**config.mk**
```make
export PLATFORM = sky130hd
export DESIGN_NAME = peak_binned_latency_ring
export DESIGN_NICKNAME = d
export VERILOG_FILES = /design/src/pblr_pkg.sv /design/src/pblr_div.sv /design/src/peak_binned_latency_ring.sv
export SDC_FILE = /design/constraint.sdc
export NUM_CORES = 2
export LEC_CHECK = 0
export ABC_CLOCK_PERIOD_IN_PS = 17500
export BUFFER_PORTS_ARGS = -buffer_cell sky130_fd_sc_hd__buf_2
export CORE_ASPECT_RATIO = 1.25
export CORE_UTILIZATION = 60
export CTS_CLUSTER_SIZE = 16
export DETAILED_ROUTE_END_ITERATION = 10
export GPL_TIMING_DRIVEN = 1
export HOLD_SLACK_MARGIN = 0.03
export PLACE_DENSITY = 0.83
export RECOVER_POWER = 25
export SLEW_MARGIN = 40
export SYNTH_ARGS = -nofsm -noshare
export SYNTH_HDL_FRONTEND = slang
export SYNTH_SLANG_ARGS = --single-unit
```
**constraint.sdc**
```tcl
create_clock -name clk_i -period 17.5 [get_ports clk_i]
set_clock_uncertainty 0.1 [all_clocks]
set_input_delay 3.5 -clock clk_i [delete_from_list [all_inputs] [get_ports clk_i]]
set_output_delay 3.5 -clock clk_i [all_outputs]
set_load 0.01 [all_outputs]
```
**src/pblr_pkg.sv**
```systemverilog
package pblr_pkg;

  localparam int unsigned SampleW   = 16;
  localparam int unsigned NowW      = 64;
  localparam int unsigned WantW     = 7;
  localparam int unsigned AvgW      = 24;
  localparam int unsigned CntOutW   = 7;
  localparam int unsigned PeriodW   = 32;
  localparam int unsigned DividendW = 64;
  localparam int unsigned DivisorW  = 32;
  localparam int unsigned DivCntW   = $clog2(DividendW);

  localparam logic [SampleW-1:0] SampleMax     = 16'hFFFF;
  localparam logic [PeriodW-1:0] PeriodDefault = 32'd100000;

  typedef enum logic [1:0] {
    OP_ADD   = 2'd0,
    OP_SNAP  = 2'd1,
    OP_STATS = 2'd2,
    OP_CLEAR = 2'd3
  } op_e;

  typedef enum logic [2:0] {
    KIND_ADD    = 3'd0,
    KIND_SAMPLE = 3'd1,
    KIND_EMPTY  = 3'd2,
    KIND_STATS  = 3'd3,
    KIND_CLEAR  = 3'd4
  } kind_e;

  typedef struct packed {
    op_e                opcode;
    logic [SampleW-1:0] latency_ms;
    logic [NowW-1:0]    now_us;
    logic [WantW-1:0]   want_count;
  } pblr_in_t;

  typedef struct packed {
    kind_e              kind;
    logic [SampleW-1:0] sample_ms;
    logic               is_last;
    logic [SampleW-1:0] min_ms;
    logic [SampleW-1:0] max_ms;
    logic [SampleW-1:0] last_ms;
    logic [AvgW-1:0]    avg_q8;
    logic [CntOutW-1:0] stored_count;
  } pblr_out_t;

  typedef struct packed {
    logic                 start;
    logic [DividendW-1:0] dividend;
    logic [DivisorW-1:0]  divisor;
  } div_req_t;

  typedef struct packed {
    logic                 done;
    logic [DividendW-1:0] quot;
    logic [DivisorW-1:0]  rem;
  } div_rsp_t;

endpackage

```
**src/pblr_div.sv**
```systemverilog
module pblr_div (
  input  logic               clk_i,
  input  logic               rst_ni,
  input  pblr_pkg::div_req_t req_i,
  output pblr_pkg::div_rsp_t rsp_o
);
  import pblr_pkg::*;

  logic                 busy_q, busy_d;
  logic                 done_q, done_d;
  logic [DivCntW-1:0]   cnt_q, cnt_d;
  logic [DividendW-1:0] quo_q, quo_d;
  logic [DivisorW-1:0]  rem_q, rem_d;
  logic [DivisorW-1:0]  dsr_q, dsr_d;
  logic [DivisorW:0]    trial;
  logic [DivisorW:0]    diff;
  logic                 ge;

  // one quotient bit per cycle, restoring
  assign trial = {rem_q, quo_q[DividendW-1]};
  assign diff  = trial - {1'b0, dsr_q};
  assign ge    = trial >= {1'b0, dsr_q};

  always_comb begin
    busy_d = busy_q;
    done_d = 1'b0;
    cnt_d  = cnt_q;
    quo_d  = quo_q;
    rem_d  = rem_q;
    dsr_d  = dsr_q;
    if (req_i.start) begin
      busy_d = 1'b1;
      cnt_d  = '1;
      quo_d  = req_i.dividend;
      rem_d  = '0;
      dsr_d  = req_i.divisor;
    end else if (busy_q) begin
      quo_d = {quo_q[DividendW-2:0], ge};
      rem_d = ge ? diff[DivisorW-1:0] : trial[DivisorW-1:0];
      cnt_d = cnt_q - 1'b1;
      if (cnt_q == '0) begin
        busy_d = 1'b0;
        done_d = 1'b1;
      end
    end
  end

  always_ff @(posedge clk_i or negedge rst_ni) begin
    if (!rst_ni) begin
      busy_q <= 1'b0;
      done_q <= 1'b0;
      cnt_q  <= '0;
    end else begin
      busy_q <= busy_d;
      done_q <= done_d;
      cnt_q  <= cnt_d;
    end
  end

  always_ff @(posedge clk_i) begin
    quo_q <= quo_d;
    rem_q <= rem_d;
    dsr_q <= dsr_d;
  end

  assign rsp_o = '{done: done_q, quot: quo_q, rem: rem_q};

endmodule

```
**src/peak_binned_latency_ring.sv**
```systemverilog
// channel | dir | handshake             | beat
// cfg     | in  | cfg_valid_i/ready_o   | bin period in microseconds (32 bit)
// in      | in  | in_valid_i/in_stall_o | pblr_in_t: opcode, latency, timestamp, count
// out     | out | out_valid_o/stall_i   | pblr_out_t: kind, sample, last flag, statistics
//
// one item at a time; in_stall_o is high from acceptance until its last result is queued
// add: the 64-step shared bit-serial divider finds k bins; min(k, RingDepth) ring writes
// snapshot: per sample S_SREAD, registered read port, S_SDATA, S_RESP, plus output stalls
// stats: one ring read per cycle over the stored entries, then the same divider
// async active-low reset clears control state only; the ring is not swept after reset
module peak_binned_latency_ring #(
  parameter int unsigned RingDepth = 64
) (
  input  logic                clk_i,
  input  logic                rst_ni,
  input  logic                cfg_valid_i,
  output logic                cfg_ready_o,
  input  logic [31:0]         cfg_data_i,
  input  logic                in_valid_i,
  output logic                in_stall_o,
  input  pblr_pkg::pblr_in_t  in_data_i,
  output logic                out_valid_o,
  input  logic                out_stall_i,
  output pblr_pkg::pblr_out_t out_data_o
);
  import pblr_pkg::*;

  localparam int unsigned AW   = $clog2(RingDepth);
  localparam int unsigned CW   = $clog2(RingDepth + 1);
  localparam int unsigned SW   = CW + 1;
  localparam int unsigned SumW = SampleW + CW;

  typedef enum logic [10:0] {
    S_IDLE  = 11'b00000000001,
    S_ADIV  = 11'b00000000010,
    S_AWAIT = 11'b00000000100,
    S_FILL  = 11'b00000001000,
    S_FOLD  = 11'b00000010000,
    S_SREAD = 11'b00000100000,
    S_SDATA = 11'b00001000000,
    S_TWALK = 11'b00010000000,
    S_TDIVS = 11'b00100000000,
    S_TWAIT = 11'b01000000000,
    S_RESP  = 11'b10000000000
  } state_e;

  function automatic logic [AW-1:0] idx_inc(input logic [AW-1:0] idx);
    logic [AW-1:0] res;
    res = (idx == AW'(RingDepth - 1)) ? '0 : idx + 1'b1;
    return res;
  endfunction

  state_e               state_q, state_d;
  logic [AW-1:0]        head_q, head_d;
  logic [CW-1:0]        count_q, count_d;
  logic [SampleW-1:0]   peak_q, peak_d;
  logic                 peak_valid_q, peak_valid_d;
  logic                 mark_valid_q, mark_valid_d;
  logic                 out_valid_q, out_valid_d;
  logic [PeriodW-1:0]   period_q, period_d;
  logic                 more_q, more_d;
  logic                 acc_vld_q, acc_vld_d;

  logic [NowW-1:0]      mark_q, mark_d;
  logic [NowW-1:0]      elapsed_q, elapsed_d;
  logic [NowW-1:0]      kp_q, kp_d;
  logic [SampleW-1:0]   ms_q, ms_d;
  logic [SampleW-1:0]   last_q, last_d;
  logic [SampleW-1:0]   fill_val_q, fill_val_d;
  logic [CW-1:0]        fill_left_q, fill_left_d;
  logic [AW-1:0]        rd_idx_q, rd_idx_d;
  logic [CW-1:0]        rd_left_q, rd_left_d;
  logic [CW-1:0]        acc_left_q, acc_left_d;
  logic [SampleW-1:0]   min_q, min_d;
  logic [SampleW-1:0]   max_q, max_d;
  logic [SumW-1:0]      sum_q, sum_d;
  pblr_out_t            res_q, res_d;
  pblr_out_t            out_q, out_d;

  logic [SampleW-1:0]   ring_q [RingDepth];
  logic [SampleW-1:0]   rd_data_q;
  logic                 ring_we;
  logic                 ring_re;

  div_req_t             div_req;
  div_rsp_t             div_rsp;

  logic                 in_acc;
  logic                 out_free;
  logic [PeriodW-1:0]   period_eff;
  logic [CW-1:0]        snap_n;
  logic [CW-1:0]        back_n;
  logic [SW-1:0]        sb_sum;
  logic [AW-1:0]        sb_idx;

  assign cfg_ready_o = 1'b1;
  assign in_stall_o  = (state_q != S_IDLE);
  assign in_acc      = in_valid_i && (state_q == S_IDLE);
  assign out_free    = !out_valid_q || !out_stall_i;
  assign period_eff  = (period_q == '0) ? PeriodW'(1) : period_q;

  // oldest index of the newest back_n entries
  assign snap_n = (in_data_i.want_count < WantW'(count_q)) ? CW'(in_data_i.want_count)
                                                           : count_q;
  assign back_n = (in_data_i.opcode == OP_SNAP) ? snap_n : count_q;
  assign sb_sum = SW'(head_q) + SW'(RingDepth) - SW'(back_n);
  assign sb_idx = (sb_sum >= SW'(RingDepth)) ? AW'(sb_sum - SW'(RingDepth)) : AW'(sb_sum);

  pblr_div u_div (
    .clk_i  (clk_i),
    .rst_ni (rst_ni),
    .req_i  (div_req),
    .rsp_o  (div_rsp)
  );

  always_comb begin
    state_d      = state_q;
    head_d       = head_q;
    count_d      = count_q;
    peak_d       = peak_q;
    peak_valid_d = peak_valid_q;
    mark_valid_d = mark_valid_q;
    out_valid_d  = out_valid_q;
    period_d     = period_q;
    more_d       = more_q;
    acc_vld_d    = 1'b0;
    mark_d       = mark_q;
    elapsed_d    = elapsed_q;
    kp_d         = kp_q;
    ms_d         = ms_q;
    last_d       = last_q;
    fill_val_d   = fill_val_q;
    fill_left_d  = fill_left_q;
    rd_idx_d     = rd_idx_q;
    rd_left_d    = rd_left_q;
    acc_left_d   = acc_left_q;
    min_d        = min_q;
    max_d        = max_q;
    sum_d        = sum_q;
    res_d        = res_q;
    out_d        = out_q;
    ring_we      = 1'b0;
    ring_re      = 1'b0;
    div_req      = '{start: 1'b0, dividend: elapsed_q, divisor: period_eff};

    if (cfg_valid_i) begin
      period_d = cfg_data_i;
    end
    if (out_valid_q && !out_stall_i) begin
      out_valid_d = 1'b0;
    end

    unique case (state_q)
      S_IDLE: begin
        if (in_acc) begin
          more_d       = 1'b0;
          res_d        = '0;
          res_d.is_last = 1'b1;
          rd_idx_d     = sb_idx;
          unique case (in_data_i.opcode)
            OP_ADD: begin
              ms_d = in_data_i.latency_ms;
              if (mark_valid_q) begin
                elapsed_d = in_data_i.now_us - mark_q;
              end else begin
                mark_d       = in_data_i.now_us;
                mark_valid_d = 1'b1;
                elapsed_d    = '0;
              end
              state_d = S_ADIV;
            end
            OP_SNAP: begin
              rd_left_d = snap_n;
              if (snap_n == '0) begin
                res_d.kind = KIND_EMPTY;
                state_d    = S_RESP;
              end else begin
                state_d = S_SREAD;
              end
            end
            OP_STATS: begin
              res_d.kind = KIND_STATS;
              rd_left_d  = count_q;
              acc_left_d = count_q;
              min_d      = SampleMax;
              max_d      = '0;
              sum_d      = '0;
              state_d    = (count_q == '0) ? S_RESP : S_TWALK;
            end
            OP_CLEAR: begin
              head_d       = '0;
              count_d      = '0;
              peak_d       = '0;
              peak_valid_d = 1'b0;
              mark_valid_d = 1'b0;
              res_d.kind   = KIND_CLEAR;
              state_d      = S_RESP;
            end
          endcase
        end
      end
      S_ADIV: begin
        div_req.start = 1'b1;
        state_d       = S_AWAIT;
      end
      S_AWAIT: begin
        if (div_rsp.done) begin
          if (div_rsp.quot == '0) begin
            state_d = S_FOLD;
          end else begin
            // each filled bin takes the held peak if valid, else the newest stored value, or the new sample
            fill_val_d  = peak_valid_q ? peak_q : ((count_q != '0) ? last_q : ms_q);
            fill_left_d = (div_rsp.quot >= DividendW'(RingDepth)) ? CW'(RingDepth)
                                                                  : div_rsp.quot[CW-1:0];
            // k * period is elapsed minus the remainder
            kp_d        = elapsed_q - NowW'(div_rsp.rem);
            state_d     = S_FILL;
          end
        end
      end
      S_FILL: begin
        ring_we     = 1'b1;
        head_d      = idx_inc(head_q);
        last_d      = fill_val_q;
        fill_left_d = fill_left_q - 1'b1;
        if (count_q != CW'(RingDepth)) begin
          count_d = count_q + 1'b1;
        end
        if (fill_left_q == CW'(1)) begin
          mark_d       = mark_q + kp_q;
          peak_valid_d = 1'b0;
          state_d      = S_FOLD;
        end
      end
      S_FOLD: begin
        if (!peak_valid_q || (ms_q > peak_q)) begin
          peak_d       = ms_q;
          peak_valid_d = 1'b1;
        end
        res_d.kind = KIND_ADD;
        state_d    = S_RESP;
      end
      S_SREAD: begin
        ring_re  = 1'b1;
        rd_idx_d = idx_inc(rd_idx_q);
        state_d  = S_SDATA;
      end
      S_SDATA: begin
        res_d           = '0;
        res_d.kind      = KIND_SAMPLE;
        res_d.sample_ms = rd_data_q;
        res_d.is_last   = (rd_left_q == CW'(1));
        more_d          = (rd_left_q != CW'(1));
        rd_left_d       = rd_left_q - 1'b1;
        state_d         = S_RESP;
      end
      S_TWALK: begin
        // each ring read is accumulated in the cycle after it is issued
        if (rd_left_q != '0) begin
          ring_re   = 1'b1;
          rd_idx_d  = idx_inc(rd_idx_q);
          rd_left_d = rd_left_q - 1'b1;
          acc_vld_d = 1'b1;
        end
        if (acc_vld_q) begin
          if (rd_data_q < min_q) min_d = rd_data_q;
          if (rd_data_q > max_q) max_d = rd_data_q;
          sum_d      = sum_q + SumW'(rd_data_q);
          acc_left_d = acc_left_q - 1'b1;
          if (acc_left_q == CW'(1)) begin
            state_d = S_TDIVS;
          end
        end
      end
      S_TDIVS: begin
        div_req.start    = 1'b1;
        div_req.dividend = DividendW'({sum_q, 8'h00});
        div_req.divisor  = DivisorW'(count_q);
        state_d          = S_TWAIT;
      end
      S_TWAIT: begin
        if (div_rsp.done) begin
          res_d.min_ms       = min_q;
          res_d.max_ms       = max_q;
          res_d.last_ms      = last_q;
          res_d.avg_q8       = div_rsp.quot[AvgW-1:0];
          res_d.stored_count = CntOutW'(count_q);
          state_d            = S_RESP;
        end
      end
      S_RESP: begin
        if (out_free) begin
          out_d       = res_q;
          out_valid_d = 1'b1;
          state_d     = more_q ? S_SREAD : S_IDLE;
        end
      end
      default: begin
        state_d = S_IDLE;
      end
    endcase
  end

  always_ff @(posedge clk_i or negedge rst_ni) begin
    if (!rst_ni) begin
      state_q      <= S_IDLE;
      head_q       <= '0;
      count_q      <= '0;
      peak_q       <= '0;
      peak_valid_q <= 1'b0;
      mark_valid_q <= 1'b0;
      out_valid_q  <= 1'b0;
      period_q     <= PeriodDefault;
      more_q       <= 1'b0;
      acc_vld_q    <= 1'b0;
    end else begin
      state_q      <= state_d;
      head_q       <= head_d;
      count_q      <= count_d;
      peak_q       <= peak_d;
      peak_valid_q <= peak_valid_d;
      mark_valid_q <= mark_valid_d;
      out_valid_q  <= out_valid_d;
      period_q     <= period_d;
      more_q       <= more_d;
      acc_vld_q    <= acc_vld_d;
    end
  end

  always_ff @(posedge clk_i) begin
    mark_q      <= mark_d;
    elapsed_q   <= elapsed_d;
    kp_q        <= kp_d;
    ms_q        <= ms_d;
    last_q      <= last_d;
    fill_val_q  <= fill_val_d;
    fill_left_q <= fill_left_d;
    rd_idx_q    <= rd_idx_d;
    rd_left_q   <= rd_left_d;
    acc_left_q  <= acc_left_d;
    min_q       <= min_d;
    max_q       <= max_d;
    sum_q       <= sum_d;
    res_q       <= res_d;
    out_q       <= out_d;
  end

  always_ff @(posedge clk_i) begin
    if (ring_we) begin
      ring_q[head_q] <= fill_val_q;
    end
    if (ring_re) begin
      rd_data_q <= ring_q[rd_idx_q];
    end
  end

  assign out_valid_o = out_valid_q;
  assign out_data_o  = out_q;

  // head and count move together while the ring is not full
  a_head_tracks_count: assert property (@(posedge clk_i) disable iff (!rst_ni)
    (count_q != CW'(RingDepth)) |-> (head_q == count_q[AW-1:0]))
    else $error("ring head out of step with fill count");

  a_div_done_expected: assert property (@(posedge clk_i) disable iff (!rst_ni)
    div_rsp.done |-> ((state_q == S_AWAIT) || (state_q == S_TWAIT)))
    else $error("divider finished while no one waits for it");

  a_out_from_resp: assert property (@(posedge clk_i) disable iff (!rst_ni)
    $rose(out_valid_q) |-> $past(state_q == S_RESP))
    else $error("output beat raised outside the response state");

endmodule

```
Yosys cells after proc, flatten, opt, wreduce, memory -nomap -nowiden
Memory sizes are Yosys's and may differ from the RTL's. A register that Yosys moved wholly into a read port is not among the register bits. Index checks and enable logic that the tools add are counted.

Output and inout bits: 102. Register bits after elaboration: 733. Memories kept: 1. Bits in writable memories: 1024. Input port bits: 126.

Magnitude comparators: 7. Mux-type cells: 103. Bitwise operators: 1. Reduce and logical (&&, ||, !) cells: 49. $add $sub $neg: 15. Eq/ne operators: 40.

Memory list: ring_q (words 64, width 16, rd ports 1, clocked after Yosys merged registers in 1, write ports 1, RTL line peak_binned_latency_ring.sv:80) `logic [SampleW-1:0] ring_q [RingDepth];`.

Operator list (number): $mux 64 (6); $pmux 79 s3 (1); $mux 16 (13); $pmux 64 s2 (1); $pmux 11 s10 (1); $mux 11 (9); $mux 99 (1); $mux 96 (1); $pmux 16 s2 (3); $mux 7 (13); $mux 79 (1); $mux 23 (3); $add 64x64->64 (1); $ge 64x7->1 const B (1); $logic_not 64->1 (1); $mux 32 (2); $sub 64x32->64 (1); $sub 64x64->64 (1); $mux 6 (10); $pmux 7 s2 (4); $pmux 23 s2 (1); $pmux 11 s4 (1); $pmux 17 s2 (1); $ge 33x32->1 (1); other kinds (59) (137).

Depth between registers and ports, before layout
Depth after elaboration: 8. Depth in mapped cells: 20. Depth with buffers taken out: 20.

By module
Synthesis repeated with hierarchy kept, for this count alone.

Cell total of the unflattened synthesis: 6048. Area total of the unflattened synthesis: 82922.0 µm².

By module, submodules not included: peak_binned_latency_ring (cells each 5392, times used 1, area each 75483.6 µm²); pblr_div (cells each 656, times used 1, area each 7438.4 µm²).

Worst setup path before layout
No wires, ideal clock.

Kind: input-to-reg. From: input in_valid_i. To: register res_q[0] (netlist name) (enable). Stages: 2. Buffers on the path: 0. Arrival: 8.959 ns. Data required time: 16.787 ns. Path slack: 7.827 ns. Setup time: 0.613 ns. Cell sequence: nor2_1 -> nor3_1.

Word-level cells in the longest chain between the ends: 3.

RTL lines: start: declaration (RTL line peak_binned_latency_ring.sv:19) `input logic in_valid_i,`; $logic_and 1x1->1 (RTL line peak_binned_latency_ring.sv:98) `assign in_acc = in_valid_i && (state_q == S_IDLE);`; $ne 2x2->1 (no source line); $reduce_and 3->1 (no source line); end signal: assignment (RTL line peak_binned_latency_ring.sv:344) `res_q <= res_d;`; end: declaration (RTL line peak_binned_latency_ring.sv:77) `pblr_out_t res_q, res_d;`.

No other way between the ends. A chain may end at the register's enable or synchronous reset.

Worst setup path in the final report
From: input in_data_i[8] (netlist name). To: register elapsed_q[53] (data pin).

Word-level cells in the longest chain between the ends: 1.

RTL lines: start: declaration (RTL line peak_binned_latency_ring.sv:21) `input pblr_pkg::pblr_in_t in_data_i,`; $sub 64x64->64 (RTL line peak_binned_latency_ring.sv:164) `elapsed_d = in_data_i.now_us - mark_q;`; end signal: assignment (RTL line peak_binned_latency_ring.sv:332) `elapsed_q <= elapsed_d;`; end: declaration (RTL line peak_binned_latency_ring.sv:65) `logic [NowW-1:0] elapsed_q, elapsed_d;`.

No other way between the ends.

==> run metrics <==
antenna violations before repair=16; syn_nets=6426; TritonRoute pass-1 iters=6; clk buf depth=3; die height=414 um; Cells after Synth=6012; global-route wire length before repair=322000 um; Synth area leader=edfxtp_1; PwrDens=156 nW/um2; Synth area leaders=edfxtp_1 61%, ha_1 4.3%, mux4_2 4.0%; CTS sink count=1773; Worst Max-Slew Pin Slew=3520 ps; gr usage total=31.5%; Root Driver=clkbuf_16; CP Class=input port to register; RSZ-0062 raised after global routing=no; dpl cell area=85100 um2; share of power burned in the clock network=25.4%; Max Cap Violations=16; Post-synth top flop=edfxtp_1; Setup Buffers After CTS=0; Post-synth EDFFs=1656; number of global-route vias before repair=52225; crit path max fanout=4; Mapped Avg Cell Area=13.6 um2; ys async rst share=4.79%; htree depth=4; commonest non-fill, non-tap cells in the layout=1656 x edfxtp_1, 490 x nand2_1, 462 x a21oi_1; nets@finish=6650; maximum vdd ir drop=159 uV; post-route ant nets=0; Post-Route Setup TNS=0 ps; GPL Wtd Cong=0.979; depth of the worst hold-timing path=0; status=finished with violations; Sw Ratio=35.7%; R2R cell count=15; clk slew on worst S/H paths=70 ps; Post-Syn Area=81500 um2; Port Buffers=226; Filler cells=8930; die width=332 um; Worst Hold End=out_data_o[15]; post-DP HPWL=144000 um; vias=52945; Starting Density=60.7%; share of cells above drive strength 1=14.5%; Synth Register Bits=1773; Via density=6.51; crit end category=register; largest net degree at the start of global routing=84; worst r2r src=kp_q[0]; worst min-delay path class=register to register; Final min period=6940 ps; Worst slew margin=-135%; dpl ws=9890 ps; DR iter-0 viols=6136; post-route design area=90400 um2; leakage power=33.1 nW; P_int=9.06 mW; worst skew pair latency=830 ps; Final Max Tran Viols=1056; post-synthesis sequential area ratio=64.5%; Worst setup SP type=input port; final setup margin=10560 ps; WL final=217000 um; row count=150; power share of the sequential group=40.6%; Final Hold Fails=0; CTS Buf Count=167; CTS tree=built; setup violators final=0; reg2reg end=mark_q[60]; Critical Path AT=7380 ps; post-route DRC violation count=0; most common cell after layout, fill and taps aside=edfxtp_1; Worst EP required=17940 ps; distinct cell type count after synthesis=87; R2R setup slack=12270 ps; WL/cell=26.7 um; total global routing overflow=0; fmax=0.144 GHz; failing checks=capacitance limit, slew limit; Core Area=134000 um2; Hold WS=313 ps; die area=137000 um2; combinational power share=34.0%; Area Growth Syn to Fin=11.0%; period utilisation layout=39.7%; HP Start=res_q[15]; P_sw=5.03 mW; io pins=228; post-CTS sizing=0; # hold bufs at CTS=0; Ys Warns=0; top-area cell type share of the netlist area=61.0%; post-layout power=14.1 mW
[worst max path at each step]
stage | from | end | slack (ps) | depth (start not counted)
finish | in_data_i[8] | elapsed_q[53] | 10560 | 14
global route | in_data_i[7] | elapsed_q[56] | 10340 | 16
CTS | state_q[1] | in_stall_o | 10620 | 7
detailed placement | in_data_i[7] | elapsed_q[56] | 9890 | 16
global placement | in_data_i[7] | elapsed_q[60] | 9950 | 16
floorplan | in_valid_i | res_q[0] | 7830 | 2
[synth_stat cells (112+ instances only)]
cell	count
nor2_1	382
xnor2_1	143
xor2_1	112
and2_1	113
mux2i_1	228
o21ai_0	319
inv_1	249
nand2_1	491
edfxtp_1	1656
a21oi_1	465
ha_1	282
clkbuf_1	218
mux4_2	144
a21o_1	118
[sequential cells by signal (all words and copies together) (netlist names), 64 cells and up]
signal / count
elapsed_q: 64
ring_q: 1024
res_q: 99
out_data_o: 99
mark_q: 64
u_div.quo_q: 64
kp_q: 64
[worst max-delay path, cell delays in order]
cell and delay [ps]:
buf_2 120, ha_1 290, nor2b_1 150, o31a_1 270, o311ai_0 550, o211ai_1 360
o2111ai_1 540, o21ai_0 290, nor2_1 240, o21ai_0 240, a31oi_1 440, o21ai_0 190
xnor2_1 160, nor2_1 50
[cell families (layout without fill, tap and decap cells)]
logic type | count (synthesis) | count (layout) | synth area share, %
fa+ha+maj | 288 | 288 | 4.48
flops | 1773 | 1773 | 64.5
simple gates | 1410 | 1410 | 8.11
other cells | 1 | 8 | 0.00460
mux | 470 | 470 | 8.14
xor+xnor | 255 | 255 | 2.74
buf+inv | 518 | 883 | 2.40
compound gates | 1297 | 1297 | 9.68
[routing by layer]
layer / vias up / GRT usage (%) / share of wire (%)
li1: 23169 / - / -
met1: 26042 / 38.1 / 35
met2: 3070 / 53.2 / 49
met3: 644 / 5.75 / 8.9
met4: 20 / 18.5 / 6.3
met5: - / 0 / 0.062
[area by class of cell]
cell class	count	area, um2	share of cell area (%)
Sequential cell	1773	52500	58.1
Clock inverter	92	906	1.00
Timing Repair Buffer	322	1940	2.15
Tap cell	1748	2190	2.42
Clock buffer	218	4460	4.93
Antenna cell	7	17.5	0.0194
Inverter	251	945	1.04
Multi-Input combinational cell	3721	27500	30.4
[power groups by stage]
stage / registers (mW) / clock network [mW] / logic (mW)
after floorplan: 5.64 / 0 / 3.29
after global placement: 5.78 / 0 / 4.48
after detailed placement: 5.79 / 0 / 4.65
after CTS: 5.71 / 3.60 / 4.71
after global routing: 5.75 / 3.76 / 5.13
final: 5.72 / 3.59 / 4.79
[per-stage QoR]
step / util (%) / cells
global route: 67.4 / 8125
global placement: 63.1 / 7807
CTS: 67.4 / 8123
detailed placement: 63.4 / 7813
finish: 67.4 / 8132
floorplan: - / 6012
No activity file was read; power rests on OpenSTA's default activity.
